$ cat config.mk
export PLATFORM = sky130hd
export DESIGN_NAME = gbs_ctrl
export DESIGN_NICKNAME = d
export VERILOG_FILES = /design/src/sv/gbs_pkg.sv /design/src/sv/gbs_ctrl.sv
export SDC_FILE = /design/constraint.sdc
export NUM_CORES = 1
export LEC_CHECK = 0
export ABC_AREA = 1
export ABC_CLOCK_PERIOD_IN_PS = 3400
export BUFFER_PORTS_ARGS = -buffer_cell sky130_fd_sc_hd__buf_2
export CORE_ASPECT_RATIO = 1.4
export CORE_MARGIN = 1.5
export CORE_UTILIZATION = 56
export CTS_CLUSTER_DIAMETER = 50
export CTS_CLUSTER_SIZE = 40
export DETAILED_ROUTE_END_ITERATION = 16
export PLACE_DENSITY = 0.8
export SLEW_MARGIN = 30
export SYNTH_ARGS = -nofsm -noshare
export SYNTH_HDL_FRONTEND = slang
export SYNTH_SLANG_ARGS = --single-unit
export TNS_END_PERCENT = 50
$ cat constraint.sdc
create_clock -name clk -period 3.4 [get_ports clk]
set_clock_uncertainty 0.05 [all_clocks]
set_input_delay 0.17 -clock clk [delete_from_list [all_inputs] [get_ports clk]]
set_output_delay 0.17 -clock clk [all_outputs]
set_load 0.05 [all_outputs]
$ cat src/sv/gbs_pkg.sv
// Package for greedy_box_suppression: sizes, stored-entry layout, controller states
// and the command/status structs between controller and datapath. No dependencies.
`default_nettype none

package gbs_pkg;

    localparam int MaxKept   = 64;
    localparam int SlotW     = (MaxKept > 1) ? $clog2(MaxKept) : 1;
    localparam int CountW    = $clog2(MaxKept + 1);
    localparam int KeptSlotW = 6;
    localparam int ThrW      = 9;
    localparam logic [ThrW-1:0] ThrReset = 9'd115;
    localparam int CoordW    = 16;
    localparam int SizeW     = 15;
    localparam int EdgeW     = 18;
    localparam int AreaW     = 30;
    localparam int UnionW    = 31;
    localparam int ProdW     = 40;
    localparam int PipeDepth = 6;

    typedef struct packed {
        logic [AreaW-1:0]         area;
        logic [SizeW-1:0]         height;
        logic [SizeW-1:0]         width;
        logic signed [CoordW-1:0] top;
        logic signed [CoordW-1:0] left;
    } kept_t;

    localparam int KeptW = $bits(kept_t);

    typedef enum logic [2:0] {
        ST_IDLE,
        ST_AREA,
        ST_SCAN,
        ST_DRAIN,
        ST_DECIDE
    } state_t;

    typedef struct packed {
        logic             capture;
        logic             area_en;
        logic             issue;
        logic             write;
        logic [SlotW-1:0] addr;
    } ctrl_cmd_t;

    typedef struct packed {
        logic hit;
        logic busy;
    } dp_status_t;

endpackage

`default_nettype wire

$ cat src/sv/gbs_ctrl.sv
// Controller of greedy_box_suppression: state machine, kept count, scan index
// and the result register. Depends on gbs_pkg.
`default_nettype none

module gbs_ctrl (
    input  wire logic                          clk,
    input  wire logic                          rst_n,
    input  wire logic                          in_valid,
    input  wire logic                          in_first,
    output logic                               in_ready,
    output gbs_pkg::ctrl_cmd_t                 cmd,
    input  wire gbs_pkg::dp_status_t           status,
    output logic                               out_valid,
    input  wire logic                          out_ready,
    output logic                               out_keep,
    output logic [gbs_pkg::KeptSlotW-1:0]      out_slot,
    output logic                               out_full
);

    gbs_pkg::state_t state_reg, state_next;
    logic [gbs_pkg::CountW-1:0]    count_reg, count_next;
    logic [gbs_pkg::CountW-1:0]    idx_reg, idx_next;
    logic                          valid_reg, valid_next;
    logic                          keep_reg, keep_next;
    logic                          full_reg, full_next;
    logic [gbs_pkg::KeptSlotW-1:0] slot_reg, slot_next;
    logic                          out_free;
    logic                          has_room;

    assign out_free = !valid_reg || out_ready;
    assign has_room = count_reg < gbs_pkg::CountW'(gbs_pkg::MaxKept);

    always_ff @(posedge clk or negedge rst_n)
    begin
        if (!rst_n)
        begin
            state_reg <= gbs_pkg::ST_IDLE;
            count_reg <= '0;
            idx_reg   <= '0;
            valid_reg <= 1'b0;
        end
        else
        begin
            state_reg <= state_next;
            count_reg <= count_next;
            idx_reg   <= idx_next;
            valid_reg <= valid_next;
        end
    end

    always_ff @(posedge clk)
    begin
        keep_reg <= keep_next;
        full_reg <= full_next;
        slot_reg <= slot_next;
    end

    always_comb
    begin
        state_next  = state_reg;
        count_next  = count_reg;
        idx_next    = idx_reg;
        valid_next  = valid_reg && !out_ready;
        keep_next   = keep_reg;
        full_next   = full_reg;
        slot_next   = slot_reg;
        in_ready    = 1'b0;
        cmd.capture = 1'b0;
        cmd.area_en = 1'b0;
        cmd.issue   = 1'b0;
        cmd.write   = 1'b0;
        cmd.addr    = idx_reg[gbs_pkg::SlotW-1:0];

        unique case (state_reg)
            gbs_pkg::ST_IDLE:
            begin
                in_ready = 1'b1;
                if (in_valid)
                begin
                    cmd.capture = 1'b1;
                    idx_next    = '0;
                    if (in_first)
                    begin
                        count_next = '0;
                    end
                    state_next = gbs_pkg::ST_AREA;
                end
            end
            gbs_pkg::ST_AREA:
            begin
                cmd.area_en = 1'b1;
                state_next  = gbs_pkg::ST_SCAN;
            end
            gbs_pkg::ST_SCAN:
            begin
                if (idx_reg == count_reg)
                begin
                    state_next = gbs_pkg::ST_DRAIN;
                end
                else
                begin
                    cmd.issue = 1'b1;
                    idx_next  = idx_reg + 1'b1;
                end
            end
            gbs_pkg::ST_DRAIN:
            begin
                if (!status.busy)
                begin
                    state_next = gbs_pkg::ST_DECIDE;
                end
            end
            gbs_pkg::ST_DECIDE:
            begin
                cmd.addr = count_reg[gbs_pkg::SlotW-1:0];
                if (out_free)
                begin
                    valid_next = 1'b1;
                    keep_next  = 1'b0;
                    full_next  = 1'b0;
                    slot_next  = '0;
                    if (!status.hit)
                    begin
                        if (has_room)
                        begin
                            cmd.write  = 1'b1;
                            keep_next  = 1'b1;
                            slot_next  = gbs_pkg::KeptSlotW'(count_reg);
                            count_next = count_reg + 1'b1;
                        end
                        else
                        begin
                            full_next = 1'b1;
                        end
                    end
                    state_next = gbs_pkg::ST_IDLE;
                end
            end
            default:
            begin
                state_next = gbs_pkg::ST_IDLE;
            end
        endcase
    end

    assign out_valid = valid_reg;
    assign out_keep  = keep_reg;
    assign out_slot  = slot_reg;
    assign out_full  = full_reg;

endmodule

`default_nettype wire

==> run_results.csv, run 1 <==
group,metric,value,unit
die,die-area,3048,um2
die,core,2615,um2
cells_and_area,synthToLayoutAreaGrowth,15.27,%
placed_design,place_congestion,0.8579,
routing,dr.pass1.iters,4,
sta,holdWs,0.06687,ns
worst_setup_path,ff2ff_setup_slack,1.73,ns
routing,ant_nets,0,
global_routing,antenna_found_initial,0,
worst_setup_path,cpMaxStageDelayCell,"dfrtp_1",
cts,clk_pin_slew,0.14,ns
power,p_int,0.6635,mW
power,p_leak,0.8768,nW
routing,via_per_inst,5.038,
global_routing,grt_pass1_vias,1186,
min_path,hold_path_end,"state_reg[0]$_DFFE_PN0P_",
worst_setup_path,crit_chain,"inv_1 > nand2_1 > nand2_1 > nand3_1 > o21bai_4 > inv_2 > buf_2",
cts,cts_buffer_depth,2,
cts,cts_sinks,26,
die,fp.dieH,64.73,um
placed_design,io_buffers,26,
placed_design,hpwl,2.339,mm
logic_synthesis,post_synth_num_cell_types,27,
job,drv_cap,0,
sta,finalCritPeriodShare,0.5936,
cells_and_area,fin_util,0.6718,
sta,worst_slew_margin_rel,0.5910,
cts,cts_max_level,1,
cts,clk_latency,0.33,ns
sta,tightest_slew,0.6113,ns
routing,routed_wl,3.035,mm
global_routing,grt.total_usage,0.2257,
min_path,hold_path.class,"input pin to flop",
worst_setup_path,cp_common_cell,"nand2_1",
global_routing,grt_max_degree,19,
cells_and_area,drive_gt1_frac,0.2178,
power,switching_share,0.4889,
global_routing,grt_pass1_wl,4.988,mm
worst_setup_path,critPathMaxFanout,10,
logic_synthesis,yosys_warnings,0,
logic_synthesis,syn-num-nets,204,
power,p_clk_frac,0.165,
power,p_switching,0.6347,mW
sta,slew_violations,0,
power,power_frac_seq,0.332,
worst_setup_path,cp.arrival,1.80,ns
outcome,status,"completed",
worst_setup_path,crit-reg2reg-launch,"state_reg[1]$_DFFE_PN0P_",
cts,cts_resized,0,
cells_and_area,antenna_cells,0,
worst_setup_path,required,3.18,ns
die,rows,22,
power,p_comb_frac,0.503,
logic_synthesis,synth_area_leaders,"dfrtp_1 (30%), edfxtp_1 (16%), nand2_1 (15%)",
power,p_per_area,739.1,nW/um2
logic_synthesis,synth_top_area_share,0.2956,
worst_setup_path,ff2ff_path_depth,3,
worst_setup_path,start_kind,"flop",
worst_setup_path,max_stage_delay,0.45,ns
worst_setup_path,rr_endpoint,"out_slot[4]$_SDFFCE_PP0P_",
cells_and_area,finish.net_count,235,
logic_synthesis,synth_area_leader_cell,"dfrtp_1",
logic_synthesis,postSynthRegisterBits,26,
logic_synthesis,synth_cells,195,
worst_setup_path,worstSetupPathType,"flop to output pin",
min_path,hold_start,"status[0]",
cts,cts_tree,"yes",
die,io_pins,27,
routing,avgRoutedWirePerCell,11.63,um
routing,num_vias,1315,
logic_synthesis,yosysSeqAreaShare,0.4532,
routing,drc_errors,0,
global_routing,grt-ovfl-total,0,
cts,root_buffer,"clkbuf_4",
cts,cts_buffers,3,
sta,tns,0,ns
die,dieWidth,47.09,um
die,start_util,0.5828,
sta,finalCriticalPeriod,2.018,ns
sta,setup_violations,0,
sta,rsz0062_at_grt,"no",
sta,max_freq,0.4955,GHz
routing,dr.first_iter.drc_count,34,
power,vdd_drop_max,0.5484,mV
worst_setup_path,cp-end-kind,"output pin",
min_path,worstHoldPathCells,3,
sta,hold_viol,0,
logic_synthesis,syn-mean-instance-area,7.815,um2
logic_synthesis,netlist_area,1524,um2
[kinds of logic after synthesis]
kind of cell             synth area share
adder cells (fa/ha/maj)           0.01642
XOR/XNOR                          0.04023
AO/OA/AOI/OAI                     0.09113
buffers and inverters             0.06896
flip-flops                         0.4532
AND/OR/NAND/NOR                    0.3301
[per-stage QoR]
step	total power [mW]	area, um2	instances	worst slack (ns)
3_5_place_dp	1.091	1684	255	1.738
5_1_grt	1.378	1757	261	1.275
3_3_place_gp	1.083	1684	255	1.777
2_1_floorplan	0.9574	1524	195	1.240
4_1_cts	1.303	1757	261	1.371
6_report	1.298	1757	261	1.382
[worst max path at each step]
stage	from	to	cells after the start
4_1_cts	count_reg[3]$_DFFE_PN0P_	cmd[7]	7
3_5_place_dp	state_reg[0]$_DFFE_PN0P_	out_slot[1]$_SDFFCE_PP0P_	3
5_1_grt	idx_reg[0]$_DFFE_PN0P_	cmd[7]	7
6_report	count_reg[1]$_DFFE_PN0P_	cmd[7]	7
2_1_floorplan	state_reg[0]$_DFFE_PN0P_	cmd[1]	4
3_3_place_gp	count_reg[3]$_DFFE_PN0P_	cmd[7]	7
[Yosys cell counts]
cell type  instances
nor3_1             1
nor2_4             1
nand2_4            2
inv_1             18
buf_6              1
nand3b_1           1
nor3_4             1
nand2_1           61
dfrtp_1           18
xnor2_1            1
a21oi_1            1
nand2_2            3
xor2_1             6
clkbuf_1           1
nor2_2             1
edfxtp_1           8
inv_2              6
nor3b_1            2
nor2_1            24
o21ai_0           14
ha_1               2
o21bai_4           1
o21ai_1            2
nand3_1           10
and2_1             1
o21ai_2            4
nand4_1            4
[routing by layer]
metal  up-vias  GRT usage  routed length (um)
met3         9    0.02507                  82
met2        32     0.3801                1545
met1       595     0.2726                1298
li1        679          -                   -
met4         0     0.1076                 109
met5         -          0                   0
[cell usage in the layout, fill, tap and decap left out, drive strengths merged]
| cell type | count |
|---|---|
| nand2 | 66 |
| buf | 26 |
| nor2 | 26 |
| inv | 24 |
| o21ai | 20 |
| dfrtp | 18 |
| nand3 | 10 |
| edfxtp | 8 |
| xor2 | 6 |
| nand4 | 4 |
| clkbuf | 3 |
| nor3b | 2 |
| ha | 2 |
| dlygate4sd3 | 2 |
| nor3 | 2 |
| a21oi | 1 |
| o21bai | 1 |
| nand3b | 1 |
| xnor2 | 1 |
| and2 | 1 |
| bufinv | 1 |
[critical path: cells and delay by family, from the launching register on]
kind	cells	cell delay [ns]
flops	1	0.45
simple gates	3	0.25
buf+inv	3	0.47
compound gates	1	0.31
[repair_timing]
item | 4_1_cts | 5_1_grt
buffers inserted | 0 | 0
hold endpoints to repair | 19 | 0
hold buffers | 2 | 0
[power by group through the flow]
stage / Sequential, mW / Combinational, mW / Clock [mW]
floorplan: 0.487 / 0.471 / 0
global placement: 0.434 / 0.648 / 0
detailed placement: 0.437 / 0.654 / 0
CTS: 0.430 / 0.658 / 0.216
global route: 0.440 / 0.707 / 0.231
finish: 0.431 / 0.653 / 0.215
[area by class of cell]
cell class / instances / area (um2)
inverter: 24 / 90.09
timing repair buffer: 28 / 150.1
multi-input combinational: 143 / 728.2
fill: 230 / 858.3
tap: 36 / 45.04
sequential: 26 / 690.7
clock buffer: 3 / 22.52
clock inverter: 1 / 30.03
Power figures use the tool's default switching activity.
==> run 2, diff against run 1 <==
- ABC_CLOCK_PERIOD_IN_PS: 3400 -> 1800
- CORE_UTILIZATION: 56 -> 49
- PLACE_DENSITY: 0.8 -> 0.74
- clock period: 3.4 -> 1.8 ns (I/O delays scaled with it)
==> run 2 against run 1 <==
- worst setup slack worse by 1.3 ns
- hold slack lost 0.0022 ns
- register-to-register slack lost 1.5 ns
- final area rose by 0.93%
- critical path type unchanged
==> run_results.csv, run 2 (synthesis gave the netlist of run 1 again) <==
group,metric,value,unit
cts,root_buffer,"clkbuf_8",
global_routing,grt_max_degree,19,
cells_and_area,synthToLayoutAreaGrowth,16.34,%
cts,clk_latency,0.27,ns
die,io_pins,27,
min_path,hold_path_end,"state_reg[0]$_DFFE_PN0P_",
min_path,hold_start,"status[0]",
routing,ant_nets,0,
cts,cts_tree,"yes",
power,p_leak,0.8795,nW
sta,finalWorstSetupSlack,0.1114,ns
die,dieWidth,50.13,um
sta,max_freq,0.5922,GHz
routing,avgRoutedWirePerCell,12.47,um
worst_setup_path,critPathMaxFanout,4,
routing,drc_errors,0,
global_routing,antenna_found_initial,0,
cts,cts_max_level,1,
worst_setup_path,crit_chain,"inv_1 > nand2_1 > nand2_1 > nor2_1 > nand2_1 > o21bai_4 > inv_2 > buf_2",
sta,tightest_slew,0.4402,ns
cells_and_area,layout_commonest_cell,"nand2_1",
worst_setup_path,rr_endpoint,"count_reg[0]$_DFFE_PN0P_",
global_routing,grt-ovfl-total,0,
cells_and_area,finish.net_count,238,
die,core,2907,um2
power,vdd_drop_max,0.9900,mV
global_routing,grt_pass1_vias,1263,
placed_design,pre_cts_ws,0.2204,ns
sta,finalCriticalPeriod,1.689,ns
worst_setup_path,max_stage_delay,0.42,ns
worst_setup_path,cpMaxStageDelayCell,"dfrtp_1",
routing,routed_wl,3.292,mm
cts,cts_sinks,26,
worst_setup_path,ff2ff_setup_slack,0.23,ns
die,start_util,0.5243,
job,drv_cap,0,
placed_design,hpwl,2.460,mm
cts,cts_buffer_depth,2,
worst_setup_path,start_kind,"flop",
placed_design,dp_cells,258,
sta,slew_violations,0,
die,fp.dieH,68.99,um
cts,cts_buffers,3,
worst_setup_path,required,1.66,ns
worst_setup_path,cp_common_cell,"nand2_1",
worst_setup_path,cp-end-kind,"output pin",
worst_setup_path,worstSetupPathType,"flop to output pin",
sta,hold_viol,0,
worst_setup_path,ff2ff_path_depth,7,
global_routing,grt_pass1_wl,5.347,mm
sta,rsz0062_at_grt,"no",
routing,num_vias,1331,
cells_and_area,antenna_cells,0,
min_path,hold_path.class,"input pin to flop",
global_routing,grt.total_usage,0.2075,
cells_and_area,drive_gt1_frac,0.2379,
min_path,worstHoldPathCells,3,
routing,via_per_inst,5.042,
cts,clk_pin_slew,0.09,ns
cells_and_area,final_cell_mix,"nand2_1 (61), buf_2 (26), nor2_1 (24), inv_1 (18), dfrtp_1 (15)",
placed_design,io_buffers,26,
worst_setup_path,cp.arrival,1.55,ns
die,die-area,3458,um2
worst_setup_path,crit-reg2reg-launch,"state_reg[1]$_DFFE_PN0P_",
cells_and_area,layout.cells.non_filler,264,
sta,finalCritPeriodShare,0.9381,
routing,dr.pass1.iters,4,
cells_and_area,fin_util,0.6100,
routing,dr.first_iter.drc_count,43,
power,p_per_area,1366,nW/um2
die,rows,23,
sta,worst_slew_margin_rel,0.7065,
outcome,status,"completed",
sta,setup_violations,0,
placed_design,place_congestion,0.9180,
## run 2: cell types whose count changed in the layout (fill, tap and decap cells not counted), sizes merged
cell    before  now
bufinv       1    0
buf         26   29
## run 2: worst max path at each step
stage                                        start  endpoint  slack [ns]  depth (start not counted)
after detailed placement    idx_reg[0]$_DFFE_PN0P_    cmd[7]        0.22                          7
after global routing      count_reg[5]$_DFFE_PN0P_    cmd[7]       0.005                          8
final                     count_reg[5]$_DFFE_PN0P_    cmd[7]        0.11                          8
after floorplan           state_reg[0]$_DFFE_PN0P_    cmd[1]       -0.28                          4
after global placement    count_reg[3]$_DFFE_PN0P_    cmd[7]        0.21                          7
after CTS                 count_reg[2]$_DFFE_PN0P_    cmd[7]        0.10                          8
## run 2: per-stage QoR
step / hold WS (ns) / instance area (um2) / power (mW) / setup TNS [ns]
CTS: 0.06678 / 1770 / 2.443 / 0
global route: 0.07761 / 1773 / 2.575 / 0
detailed placement: 0.004460 / 1700 / 2.092 / 0
finish: 0.06467 / 1773 / 2.423 / 0
floorplan: -0.2556 / 1524 / 1.808 / -2.902
global placement: 0.0005085 / 1700 / 2.072 / 0
## run 2: report_power, final
group | leakage, nW | switching, mW | internal, mW
logic | 0.543 | 0.933 | 0.345
clock network | 0.0216 | 0.177 | 0.150
registers | 0.315 | 0.103 | 0.715
## run 2: routing by layer
| layer | GRT usage | wire, um | vias up |
|---|---|---|---|
| met5 | 0 | 0 | - |
| met4 | 0.1076 | 84 | 0 |
| met3 | 0.02802 | 121 | 7 |
| met2 | 0.3947 | 1752 | 37 |
| met1 | 0.2222 | 1333 | 600 |
| li1 | - | - | 687 |
## run 2: worst max-delay path, delay by kind of cell (launching register included)
family | cells | cell delay (ns)
and+or+nand+nor | 4 | 0.30
DFF | 1 | 0.42
AOI/OAI and AO/OA | 1 | 0.17
buffers and inverters | 3 | 0.38
## run 2: repair_timing
action | CTS | global route
resized for setup | 1 | 2
pin swaps | 1 | 0
setup endpoints to repair | 1 | 1
hold buffers | 2 | 0
hold endpoints to repair | 19 | 0
buffers inserted | 1 | 0
## run 2: cell type report
cell class / instances / area (um2)
fill: 263 / 1134
multi-input combinational: 143 / 728.2
sequential: 26 / 694.4
timing repair buffer: 31 / 172.7
inverter: 24 / 90.09
tap: 37 / 46.29
clock buffer: 3 / 41.29
==> run 3, diff against run 2 <==
- CORE_UTILIZATION: 49 -> 35
- PLACE_DENSITY: 0.74 -> default
- REMOVE_ABC_BUFFERS: default -> 1
==> run 3 against run 2 <==
- final cell count up 3.4%
- combinational power about the same
- clock power increased by 6.4%
- register-to-register slack hardly changed
- critical path depth decreased by 1
- total power increased by 0.76%
- sequential power down 0.6%
- utilization fell by 18 points
- sequential share of layout area decreased by 0.40 points
- count of clock-buffer cells in the layout up 1
- worst setup slack got worse by 0.015 ns
- hold slack is essentially flat
- largest cell class unchanged
- highest routed layer unchanged
==> run_results.csv, run 3 (synthesis gave the netlist of run 1 again) <==
group,metric,value,unit
placed_design,place_congestion,0.8110,
worst_setup_path,required,1.66,ns
routing,ant_nets,0,
worst_setup_path,start_kind,"flop",
global_routing,antenna_found_initial,0,
min_path,hold_path.class,"input pin to flop",
cells_and_area,nFillCells,434,
cells_and_area,layout.cells.non_filler,273,
sta,tns,0,ns
sta,hold_viol,0,
worst_setup_path,ff2ff_path_depth,9,
die,die-area,4765,um2
routing,routed_wl,3.352,mm
global_routing,grt_pass1_wl,5.664,mm
power,p_leak,0.8811,nW
cts,clk_pin_slew,0.09,ns
cells_and_area,final_cell_mix,"nand2_1 (61), buf_2 (25), nor2_1 (24), inv_1 (18), dfrtp_1 (16)",
cells_and_area,antenna_cells,0,
global_routing,grt-ovfl-total,0,
worst_setup_path,worstSetupPathType,"flop to output pin",
cells_and_area,final_area,1788,um2
placed_design,io_buffers,26,
placed_design,hpwl,2.635,mm
cells_and_area,layout_commonest_cell,"nand2_1",
sta,holdWs,0.06504,ns
sta,max_freq,0.5869,GHz
sta,worst_slew_margin_rel,0.7107,
worst_setup_path,cp.arrival,1.56,ns
cts,cts_buffers,3,
sta,rsz0062_at_grt,"yes",
outcome,status,"completed",
routing,drc_errors,0,
sta,finalCriticalPeriod,1.704,ns
die,core,4204,um2
routing,dr.first_iter.drc_count,31,
worst_setup_path,critPathMaxFanout,5,
die,dieWidth,58.77,um
cts,root_buffer,"clkbuf_8",
routing,via_per_inst,4.828,
worst_setup_path,cp-end-kind,"output pin",
die,fp.dieH,81.08,um
die,start_util,0.3625,
sta,tightest_slew,0.4340,ns
placed_design,dp_cells,266,
power,vdd_drop_max,0.5241,mV
cts,cts_tree,"yes",
die,rows,28,
routing,num_vias,1318,
routing,avgRoutedWirePerCell,12.28,um
min_path,worstHoldPathCells,2,
sta,finalCritPeriodShare,0.9467,
job,drv_cap,0,
cells_and_area,fin_util,0.4253,
cts,cts_sinks,26,
routing,dr.pass1.iters,4,
placed_design,placed_cell_area,1710,um2
cts,clk_latency,0.27,ns
sta,slew_violations,0,
global_routing,grt_pass1_vias,1283,
cells_and_area,drive_gt1_frac,0.2325,
power,p_per_area,1365,nW/um2
cells_and_area,finish.net_count,238,
die,io_pins,27,
sta,setup_violations,0,
cells_and_area,synthToLayoutAreaGrowth,17.32,%
global_routing,grt_max_degree,19,
cts,cts_max_level,1,
global_routing,grt.total_usage,0.1548,
cts,cts_buffer_depth,2,
[run 3: cell type report]
type,instances,area (um2),share of cell area
timing repair buffer,31,175.2,0.09797
clock buffer,4,45.04,0.02519
sequential,26,693.2,0.3877
tap,45,56.30,0.03149
inverter,24,90.09,0.05039
multi-input combinational,143,728.2,0.4073
[run 3: final timing paths]
| path | slack [ns] | end | startpoint |
|---|---|---|---|
| setup reg to reg | 0.22 | idx_reg[2]$_DFFE_PN0P_ | count_reg[3]$_DFFE_PN0P_ |
| max in group asynchronous | 1.12 | count_reg[2]$_DFFE_PN0P_ | rst_n |
| hold reg to reg | 0.53 | out_valid$_DFF_PN0_ | out_valid$_DFF_PN0_ |
| hold / removal | 0.07 | out_full$_SDFFCE_PP0P_ | status[1] |
| min in group asynchronous | 0.24 | state_reg[2]$_DFFE_PN0P_ | rst_n |
| setup / recovery | 0.1 | cmd[7] | count_reg[3]$_DFFE_PN0P_ |
[run 3: layer usage]
metal / GRT usage / part of all wire / up-vias
met2: 0.2811 / 0.55 / 23
li1: - / - / 682
met1: 0.1803 / 0.40 / 606
met4: 0.06591 / 0.027 / 0
met3: 0.01592 / 0.020 / 7
met5: 0 / 0 / -
[run 3: through the flow]
step / setup WS [ns] / power [mW]
after floorplan: -0.1831 / 1.801
final: 0.09602 / 2.441
after global placement: 0.2042 / 2.101
after CTS: 0.07353 / 2.471
after detailed placement: 0.2070 / 2.103
after global routing: -0.02722 / 2.597
[run 3: power by group]
part | internal [mW] | switching, mW | total, mW
Sequential | 0.714 | 0.0982 | 0.813
Clock | 0.159 | 0.189 | 0.348
Combinational | 0.344 | 0.936 | 1.28
[run 3: repair_timing]
item	4_1_cts	5_1_grt
gates resized for setup	0	4
pin swaps	1	0
hold endpoints to repair	19	0
gates cloned	0	0
endpoints found under the setup margin	1	2
setup buffers	1	0
hold buffers	2	0
[run 3: worst max-delay path, stage by stage (launching register included)]
cell and delay [ns]:
dfrtp_1 0.43, inv_1 0.16, nand2_1 0.07, nand2_1 0.06, nand3_1 0.13, o21bai_4 0.16
inv_2 0.07, buf_2 0.21
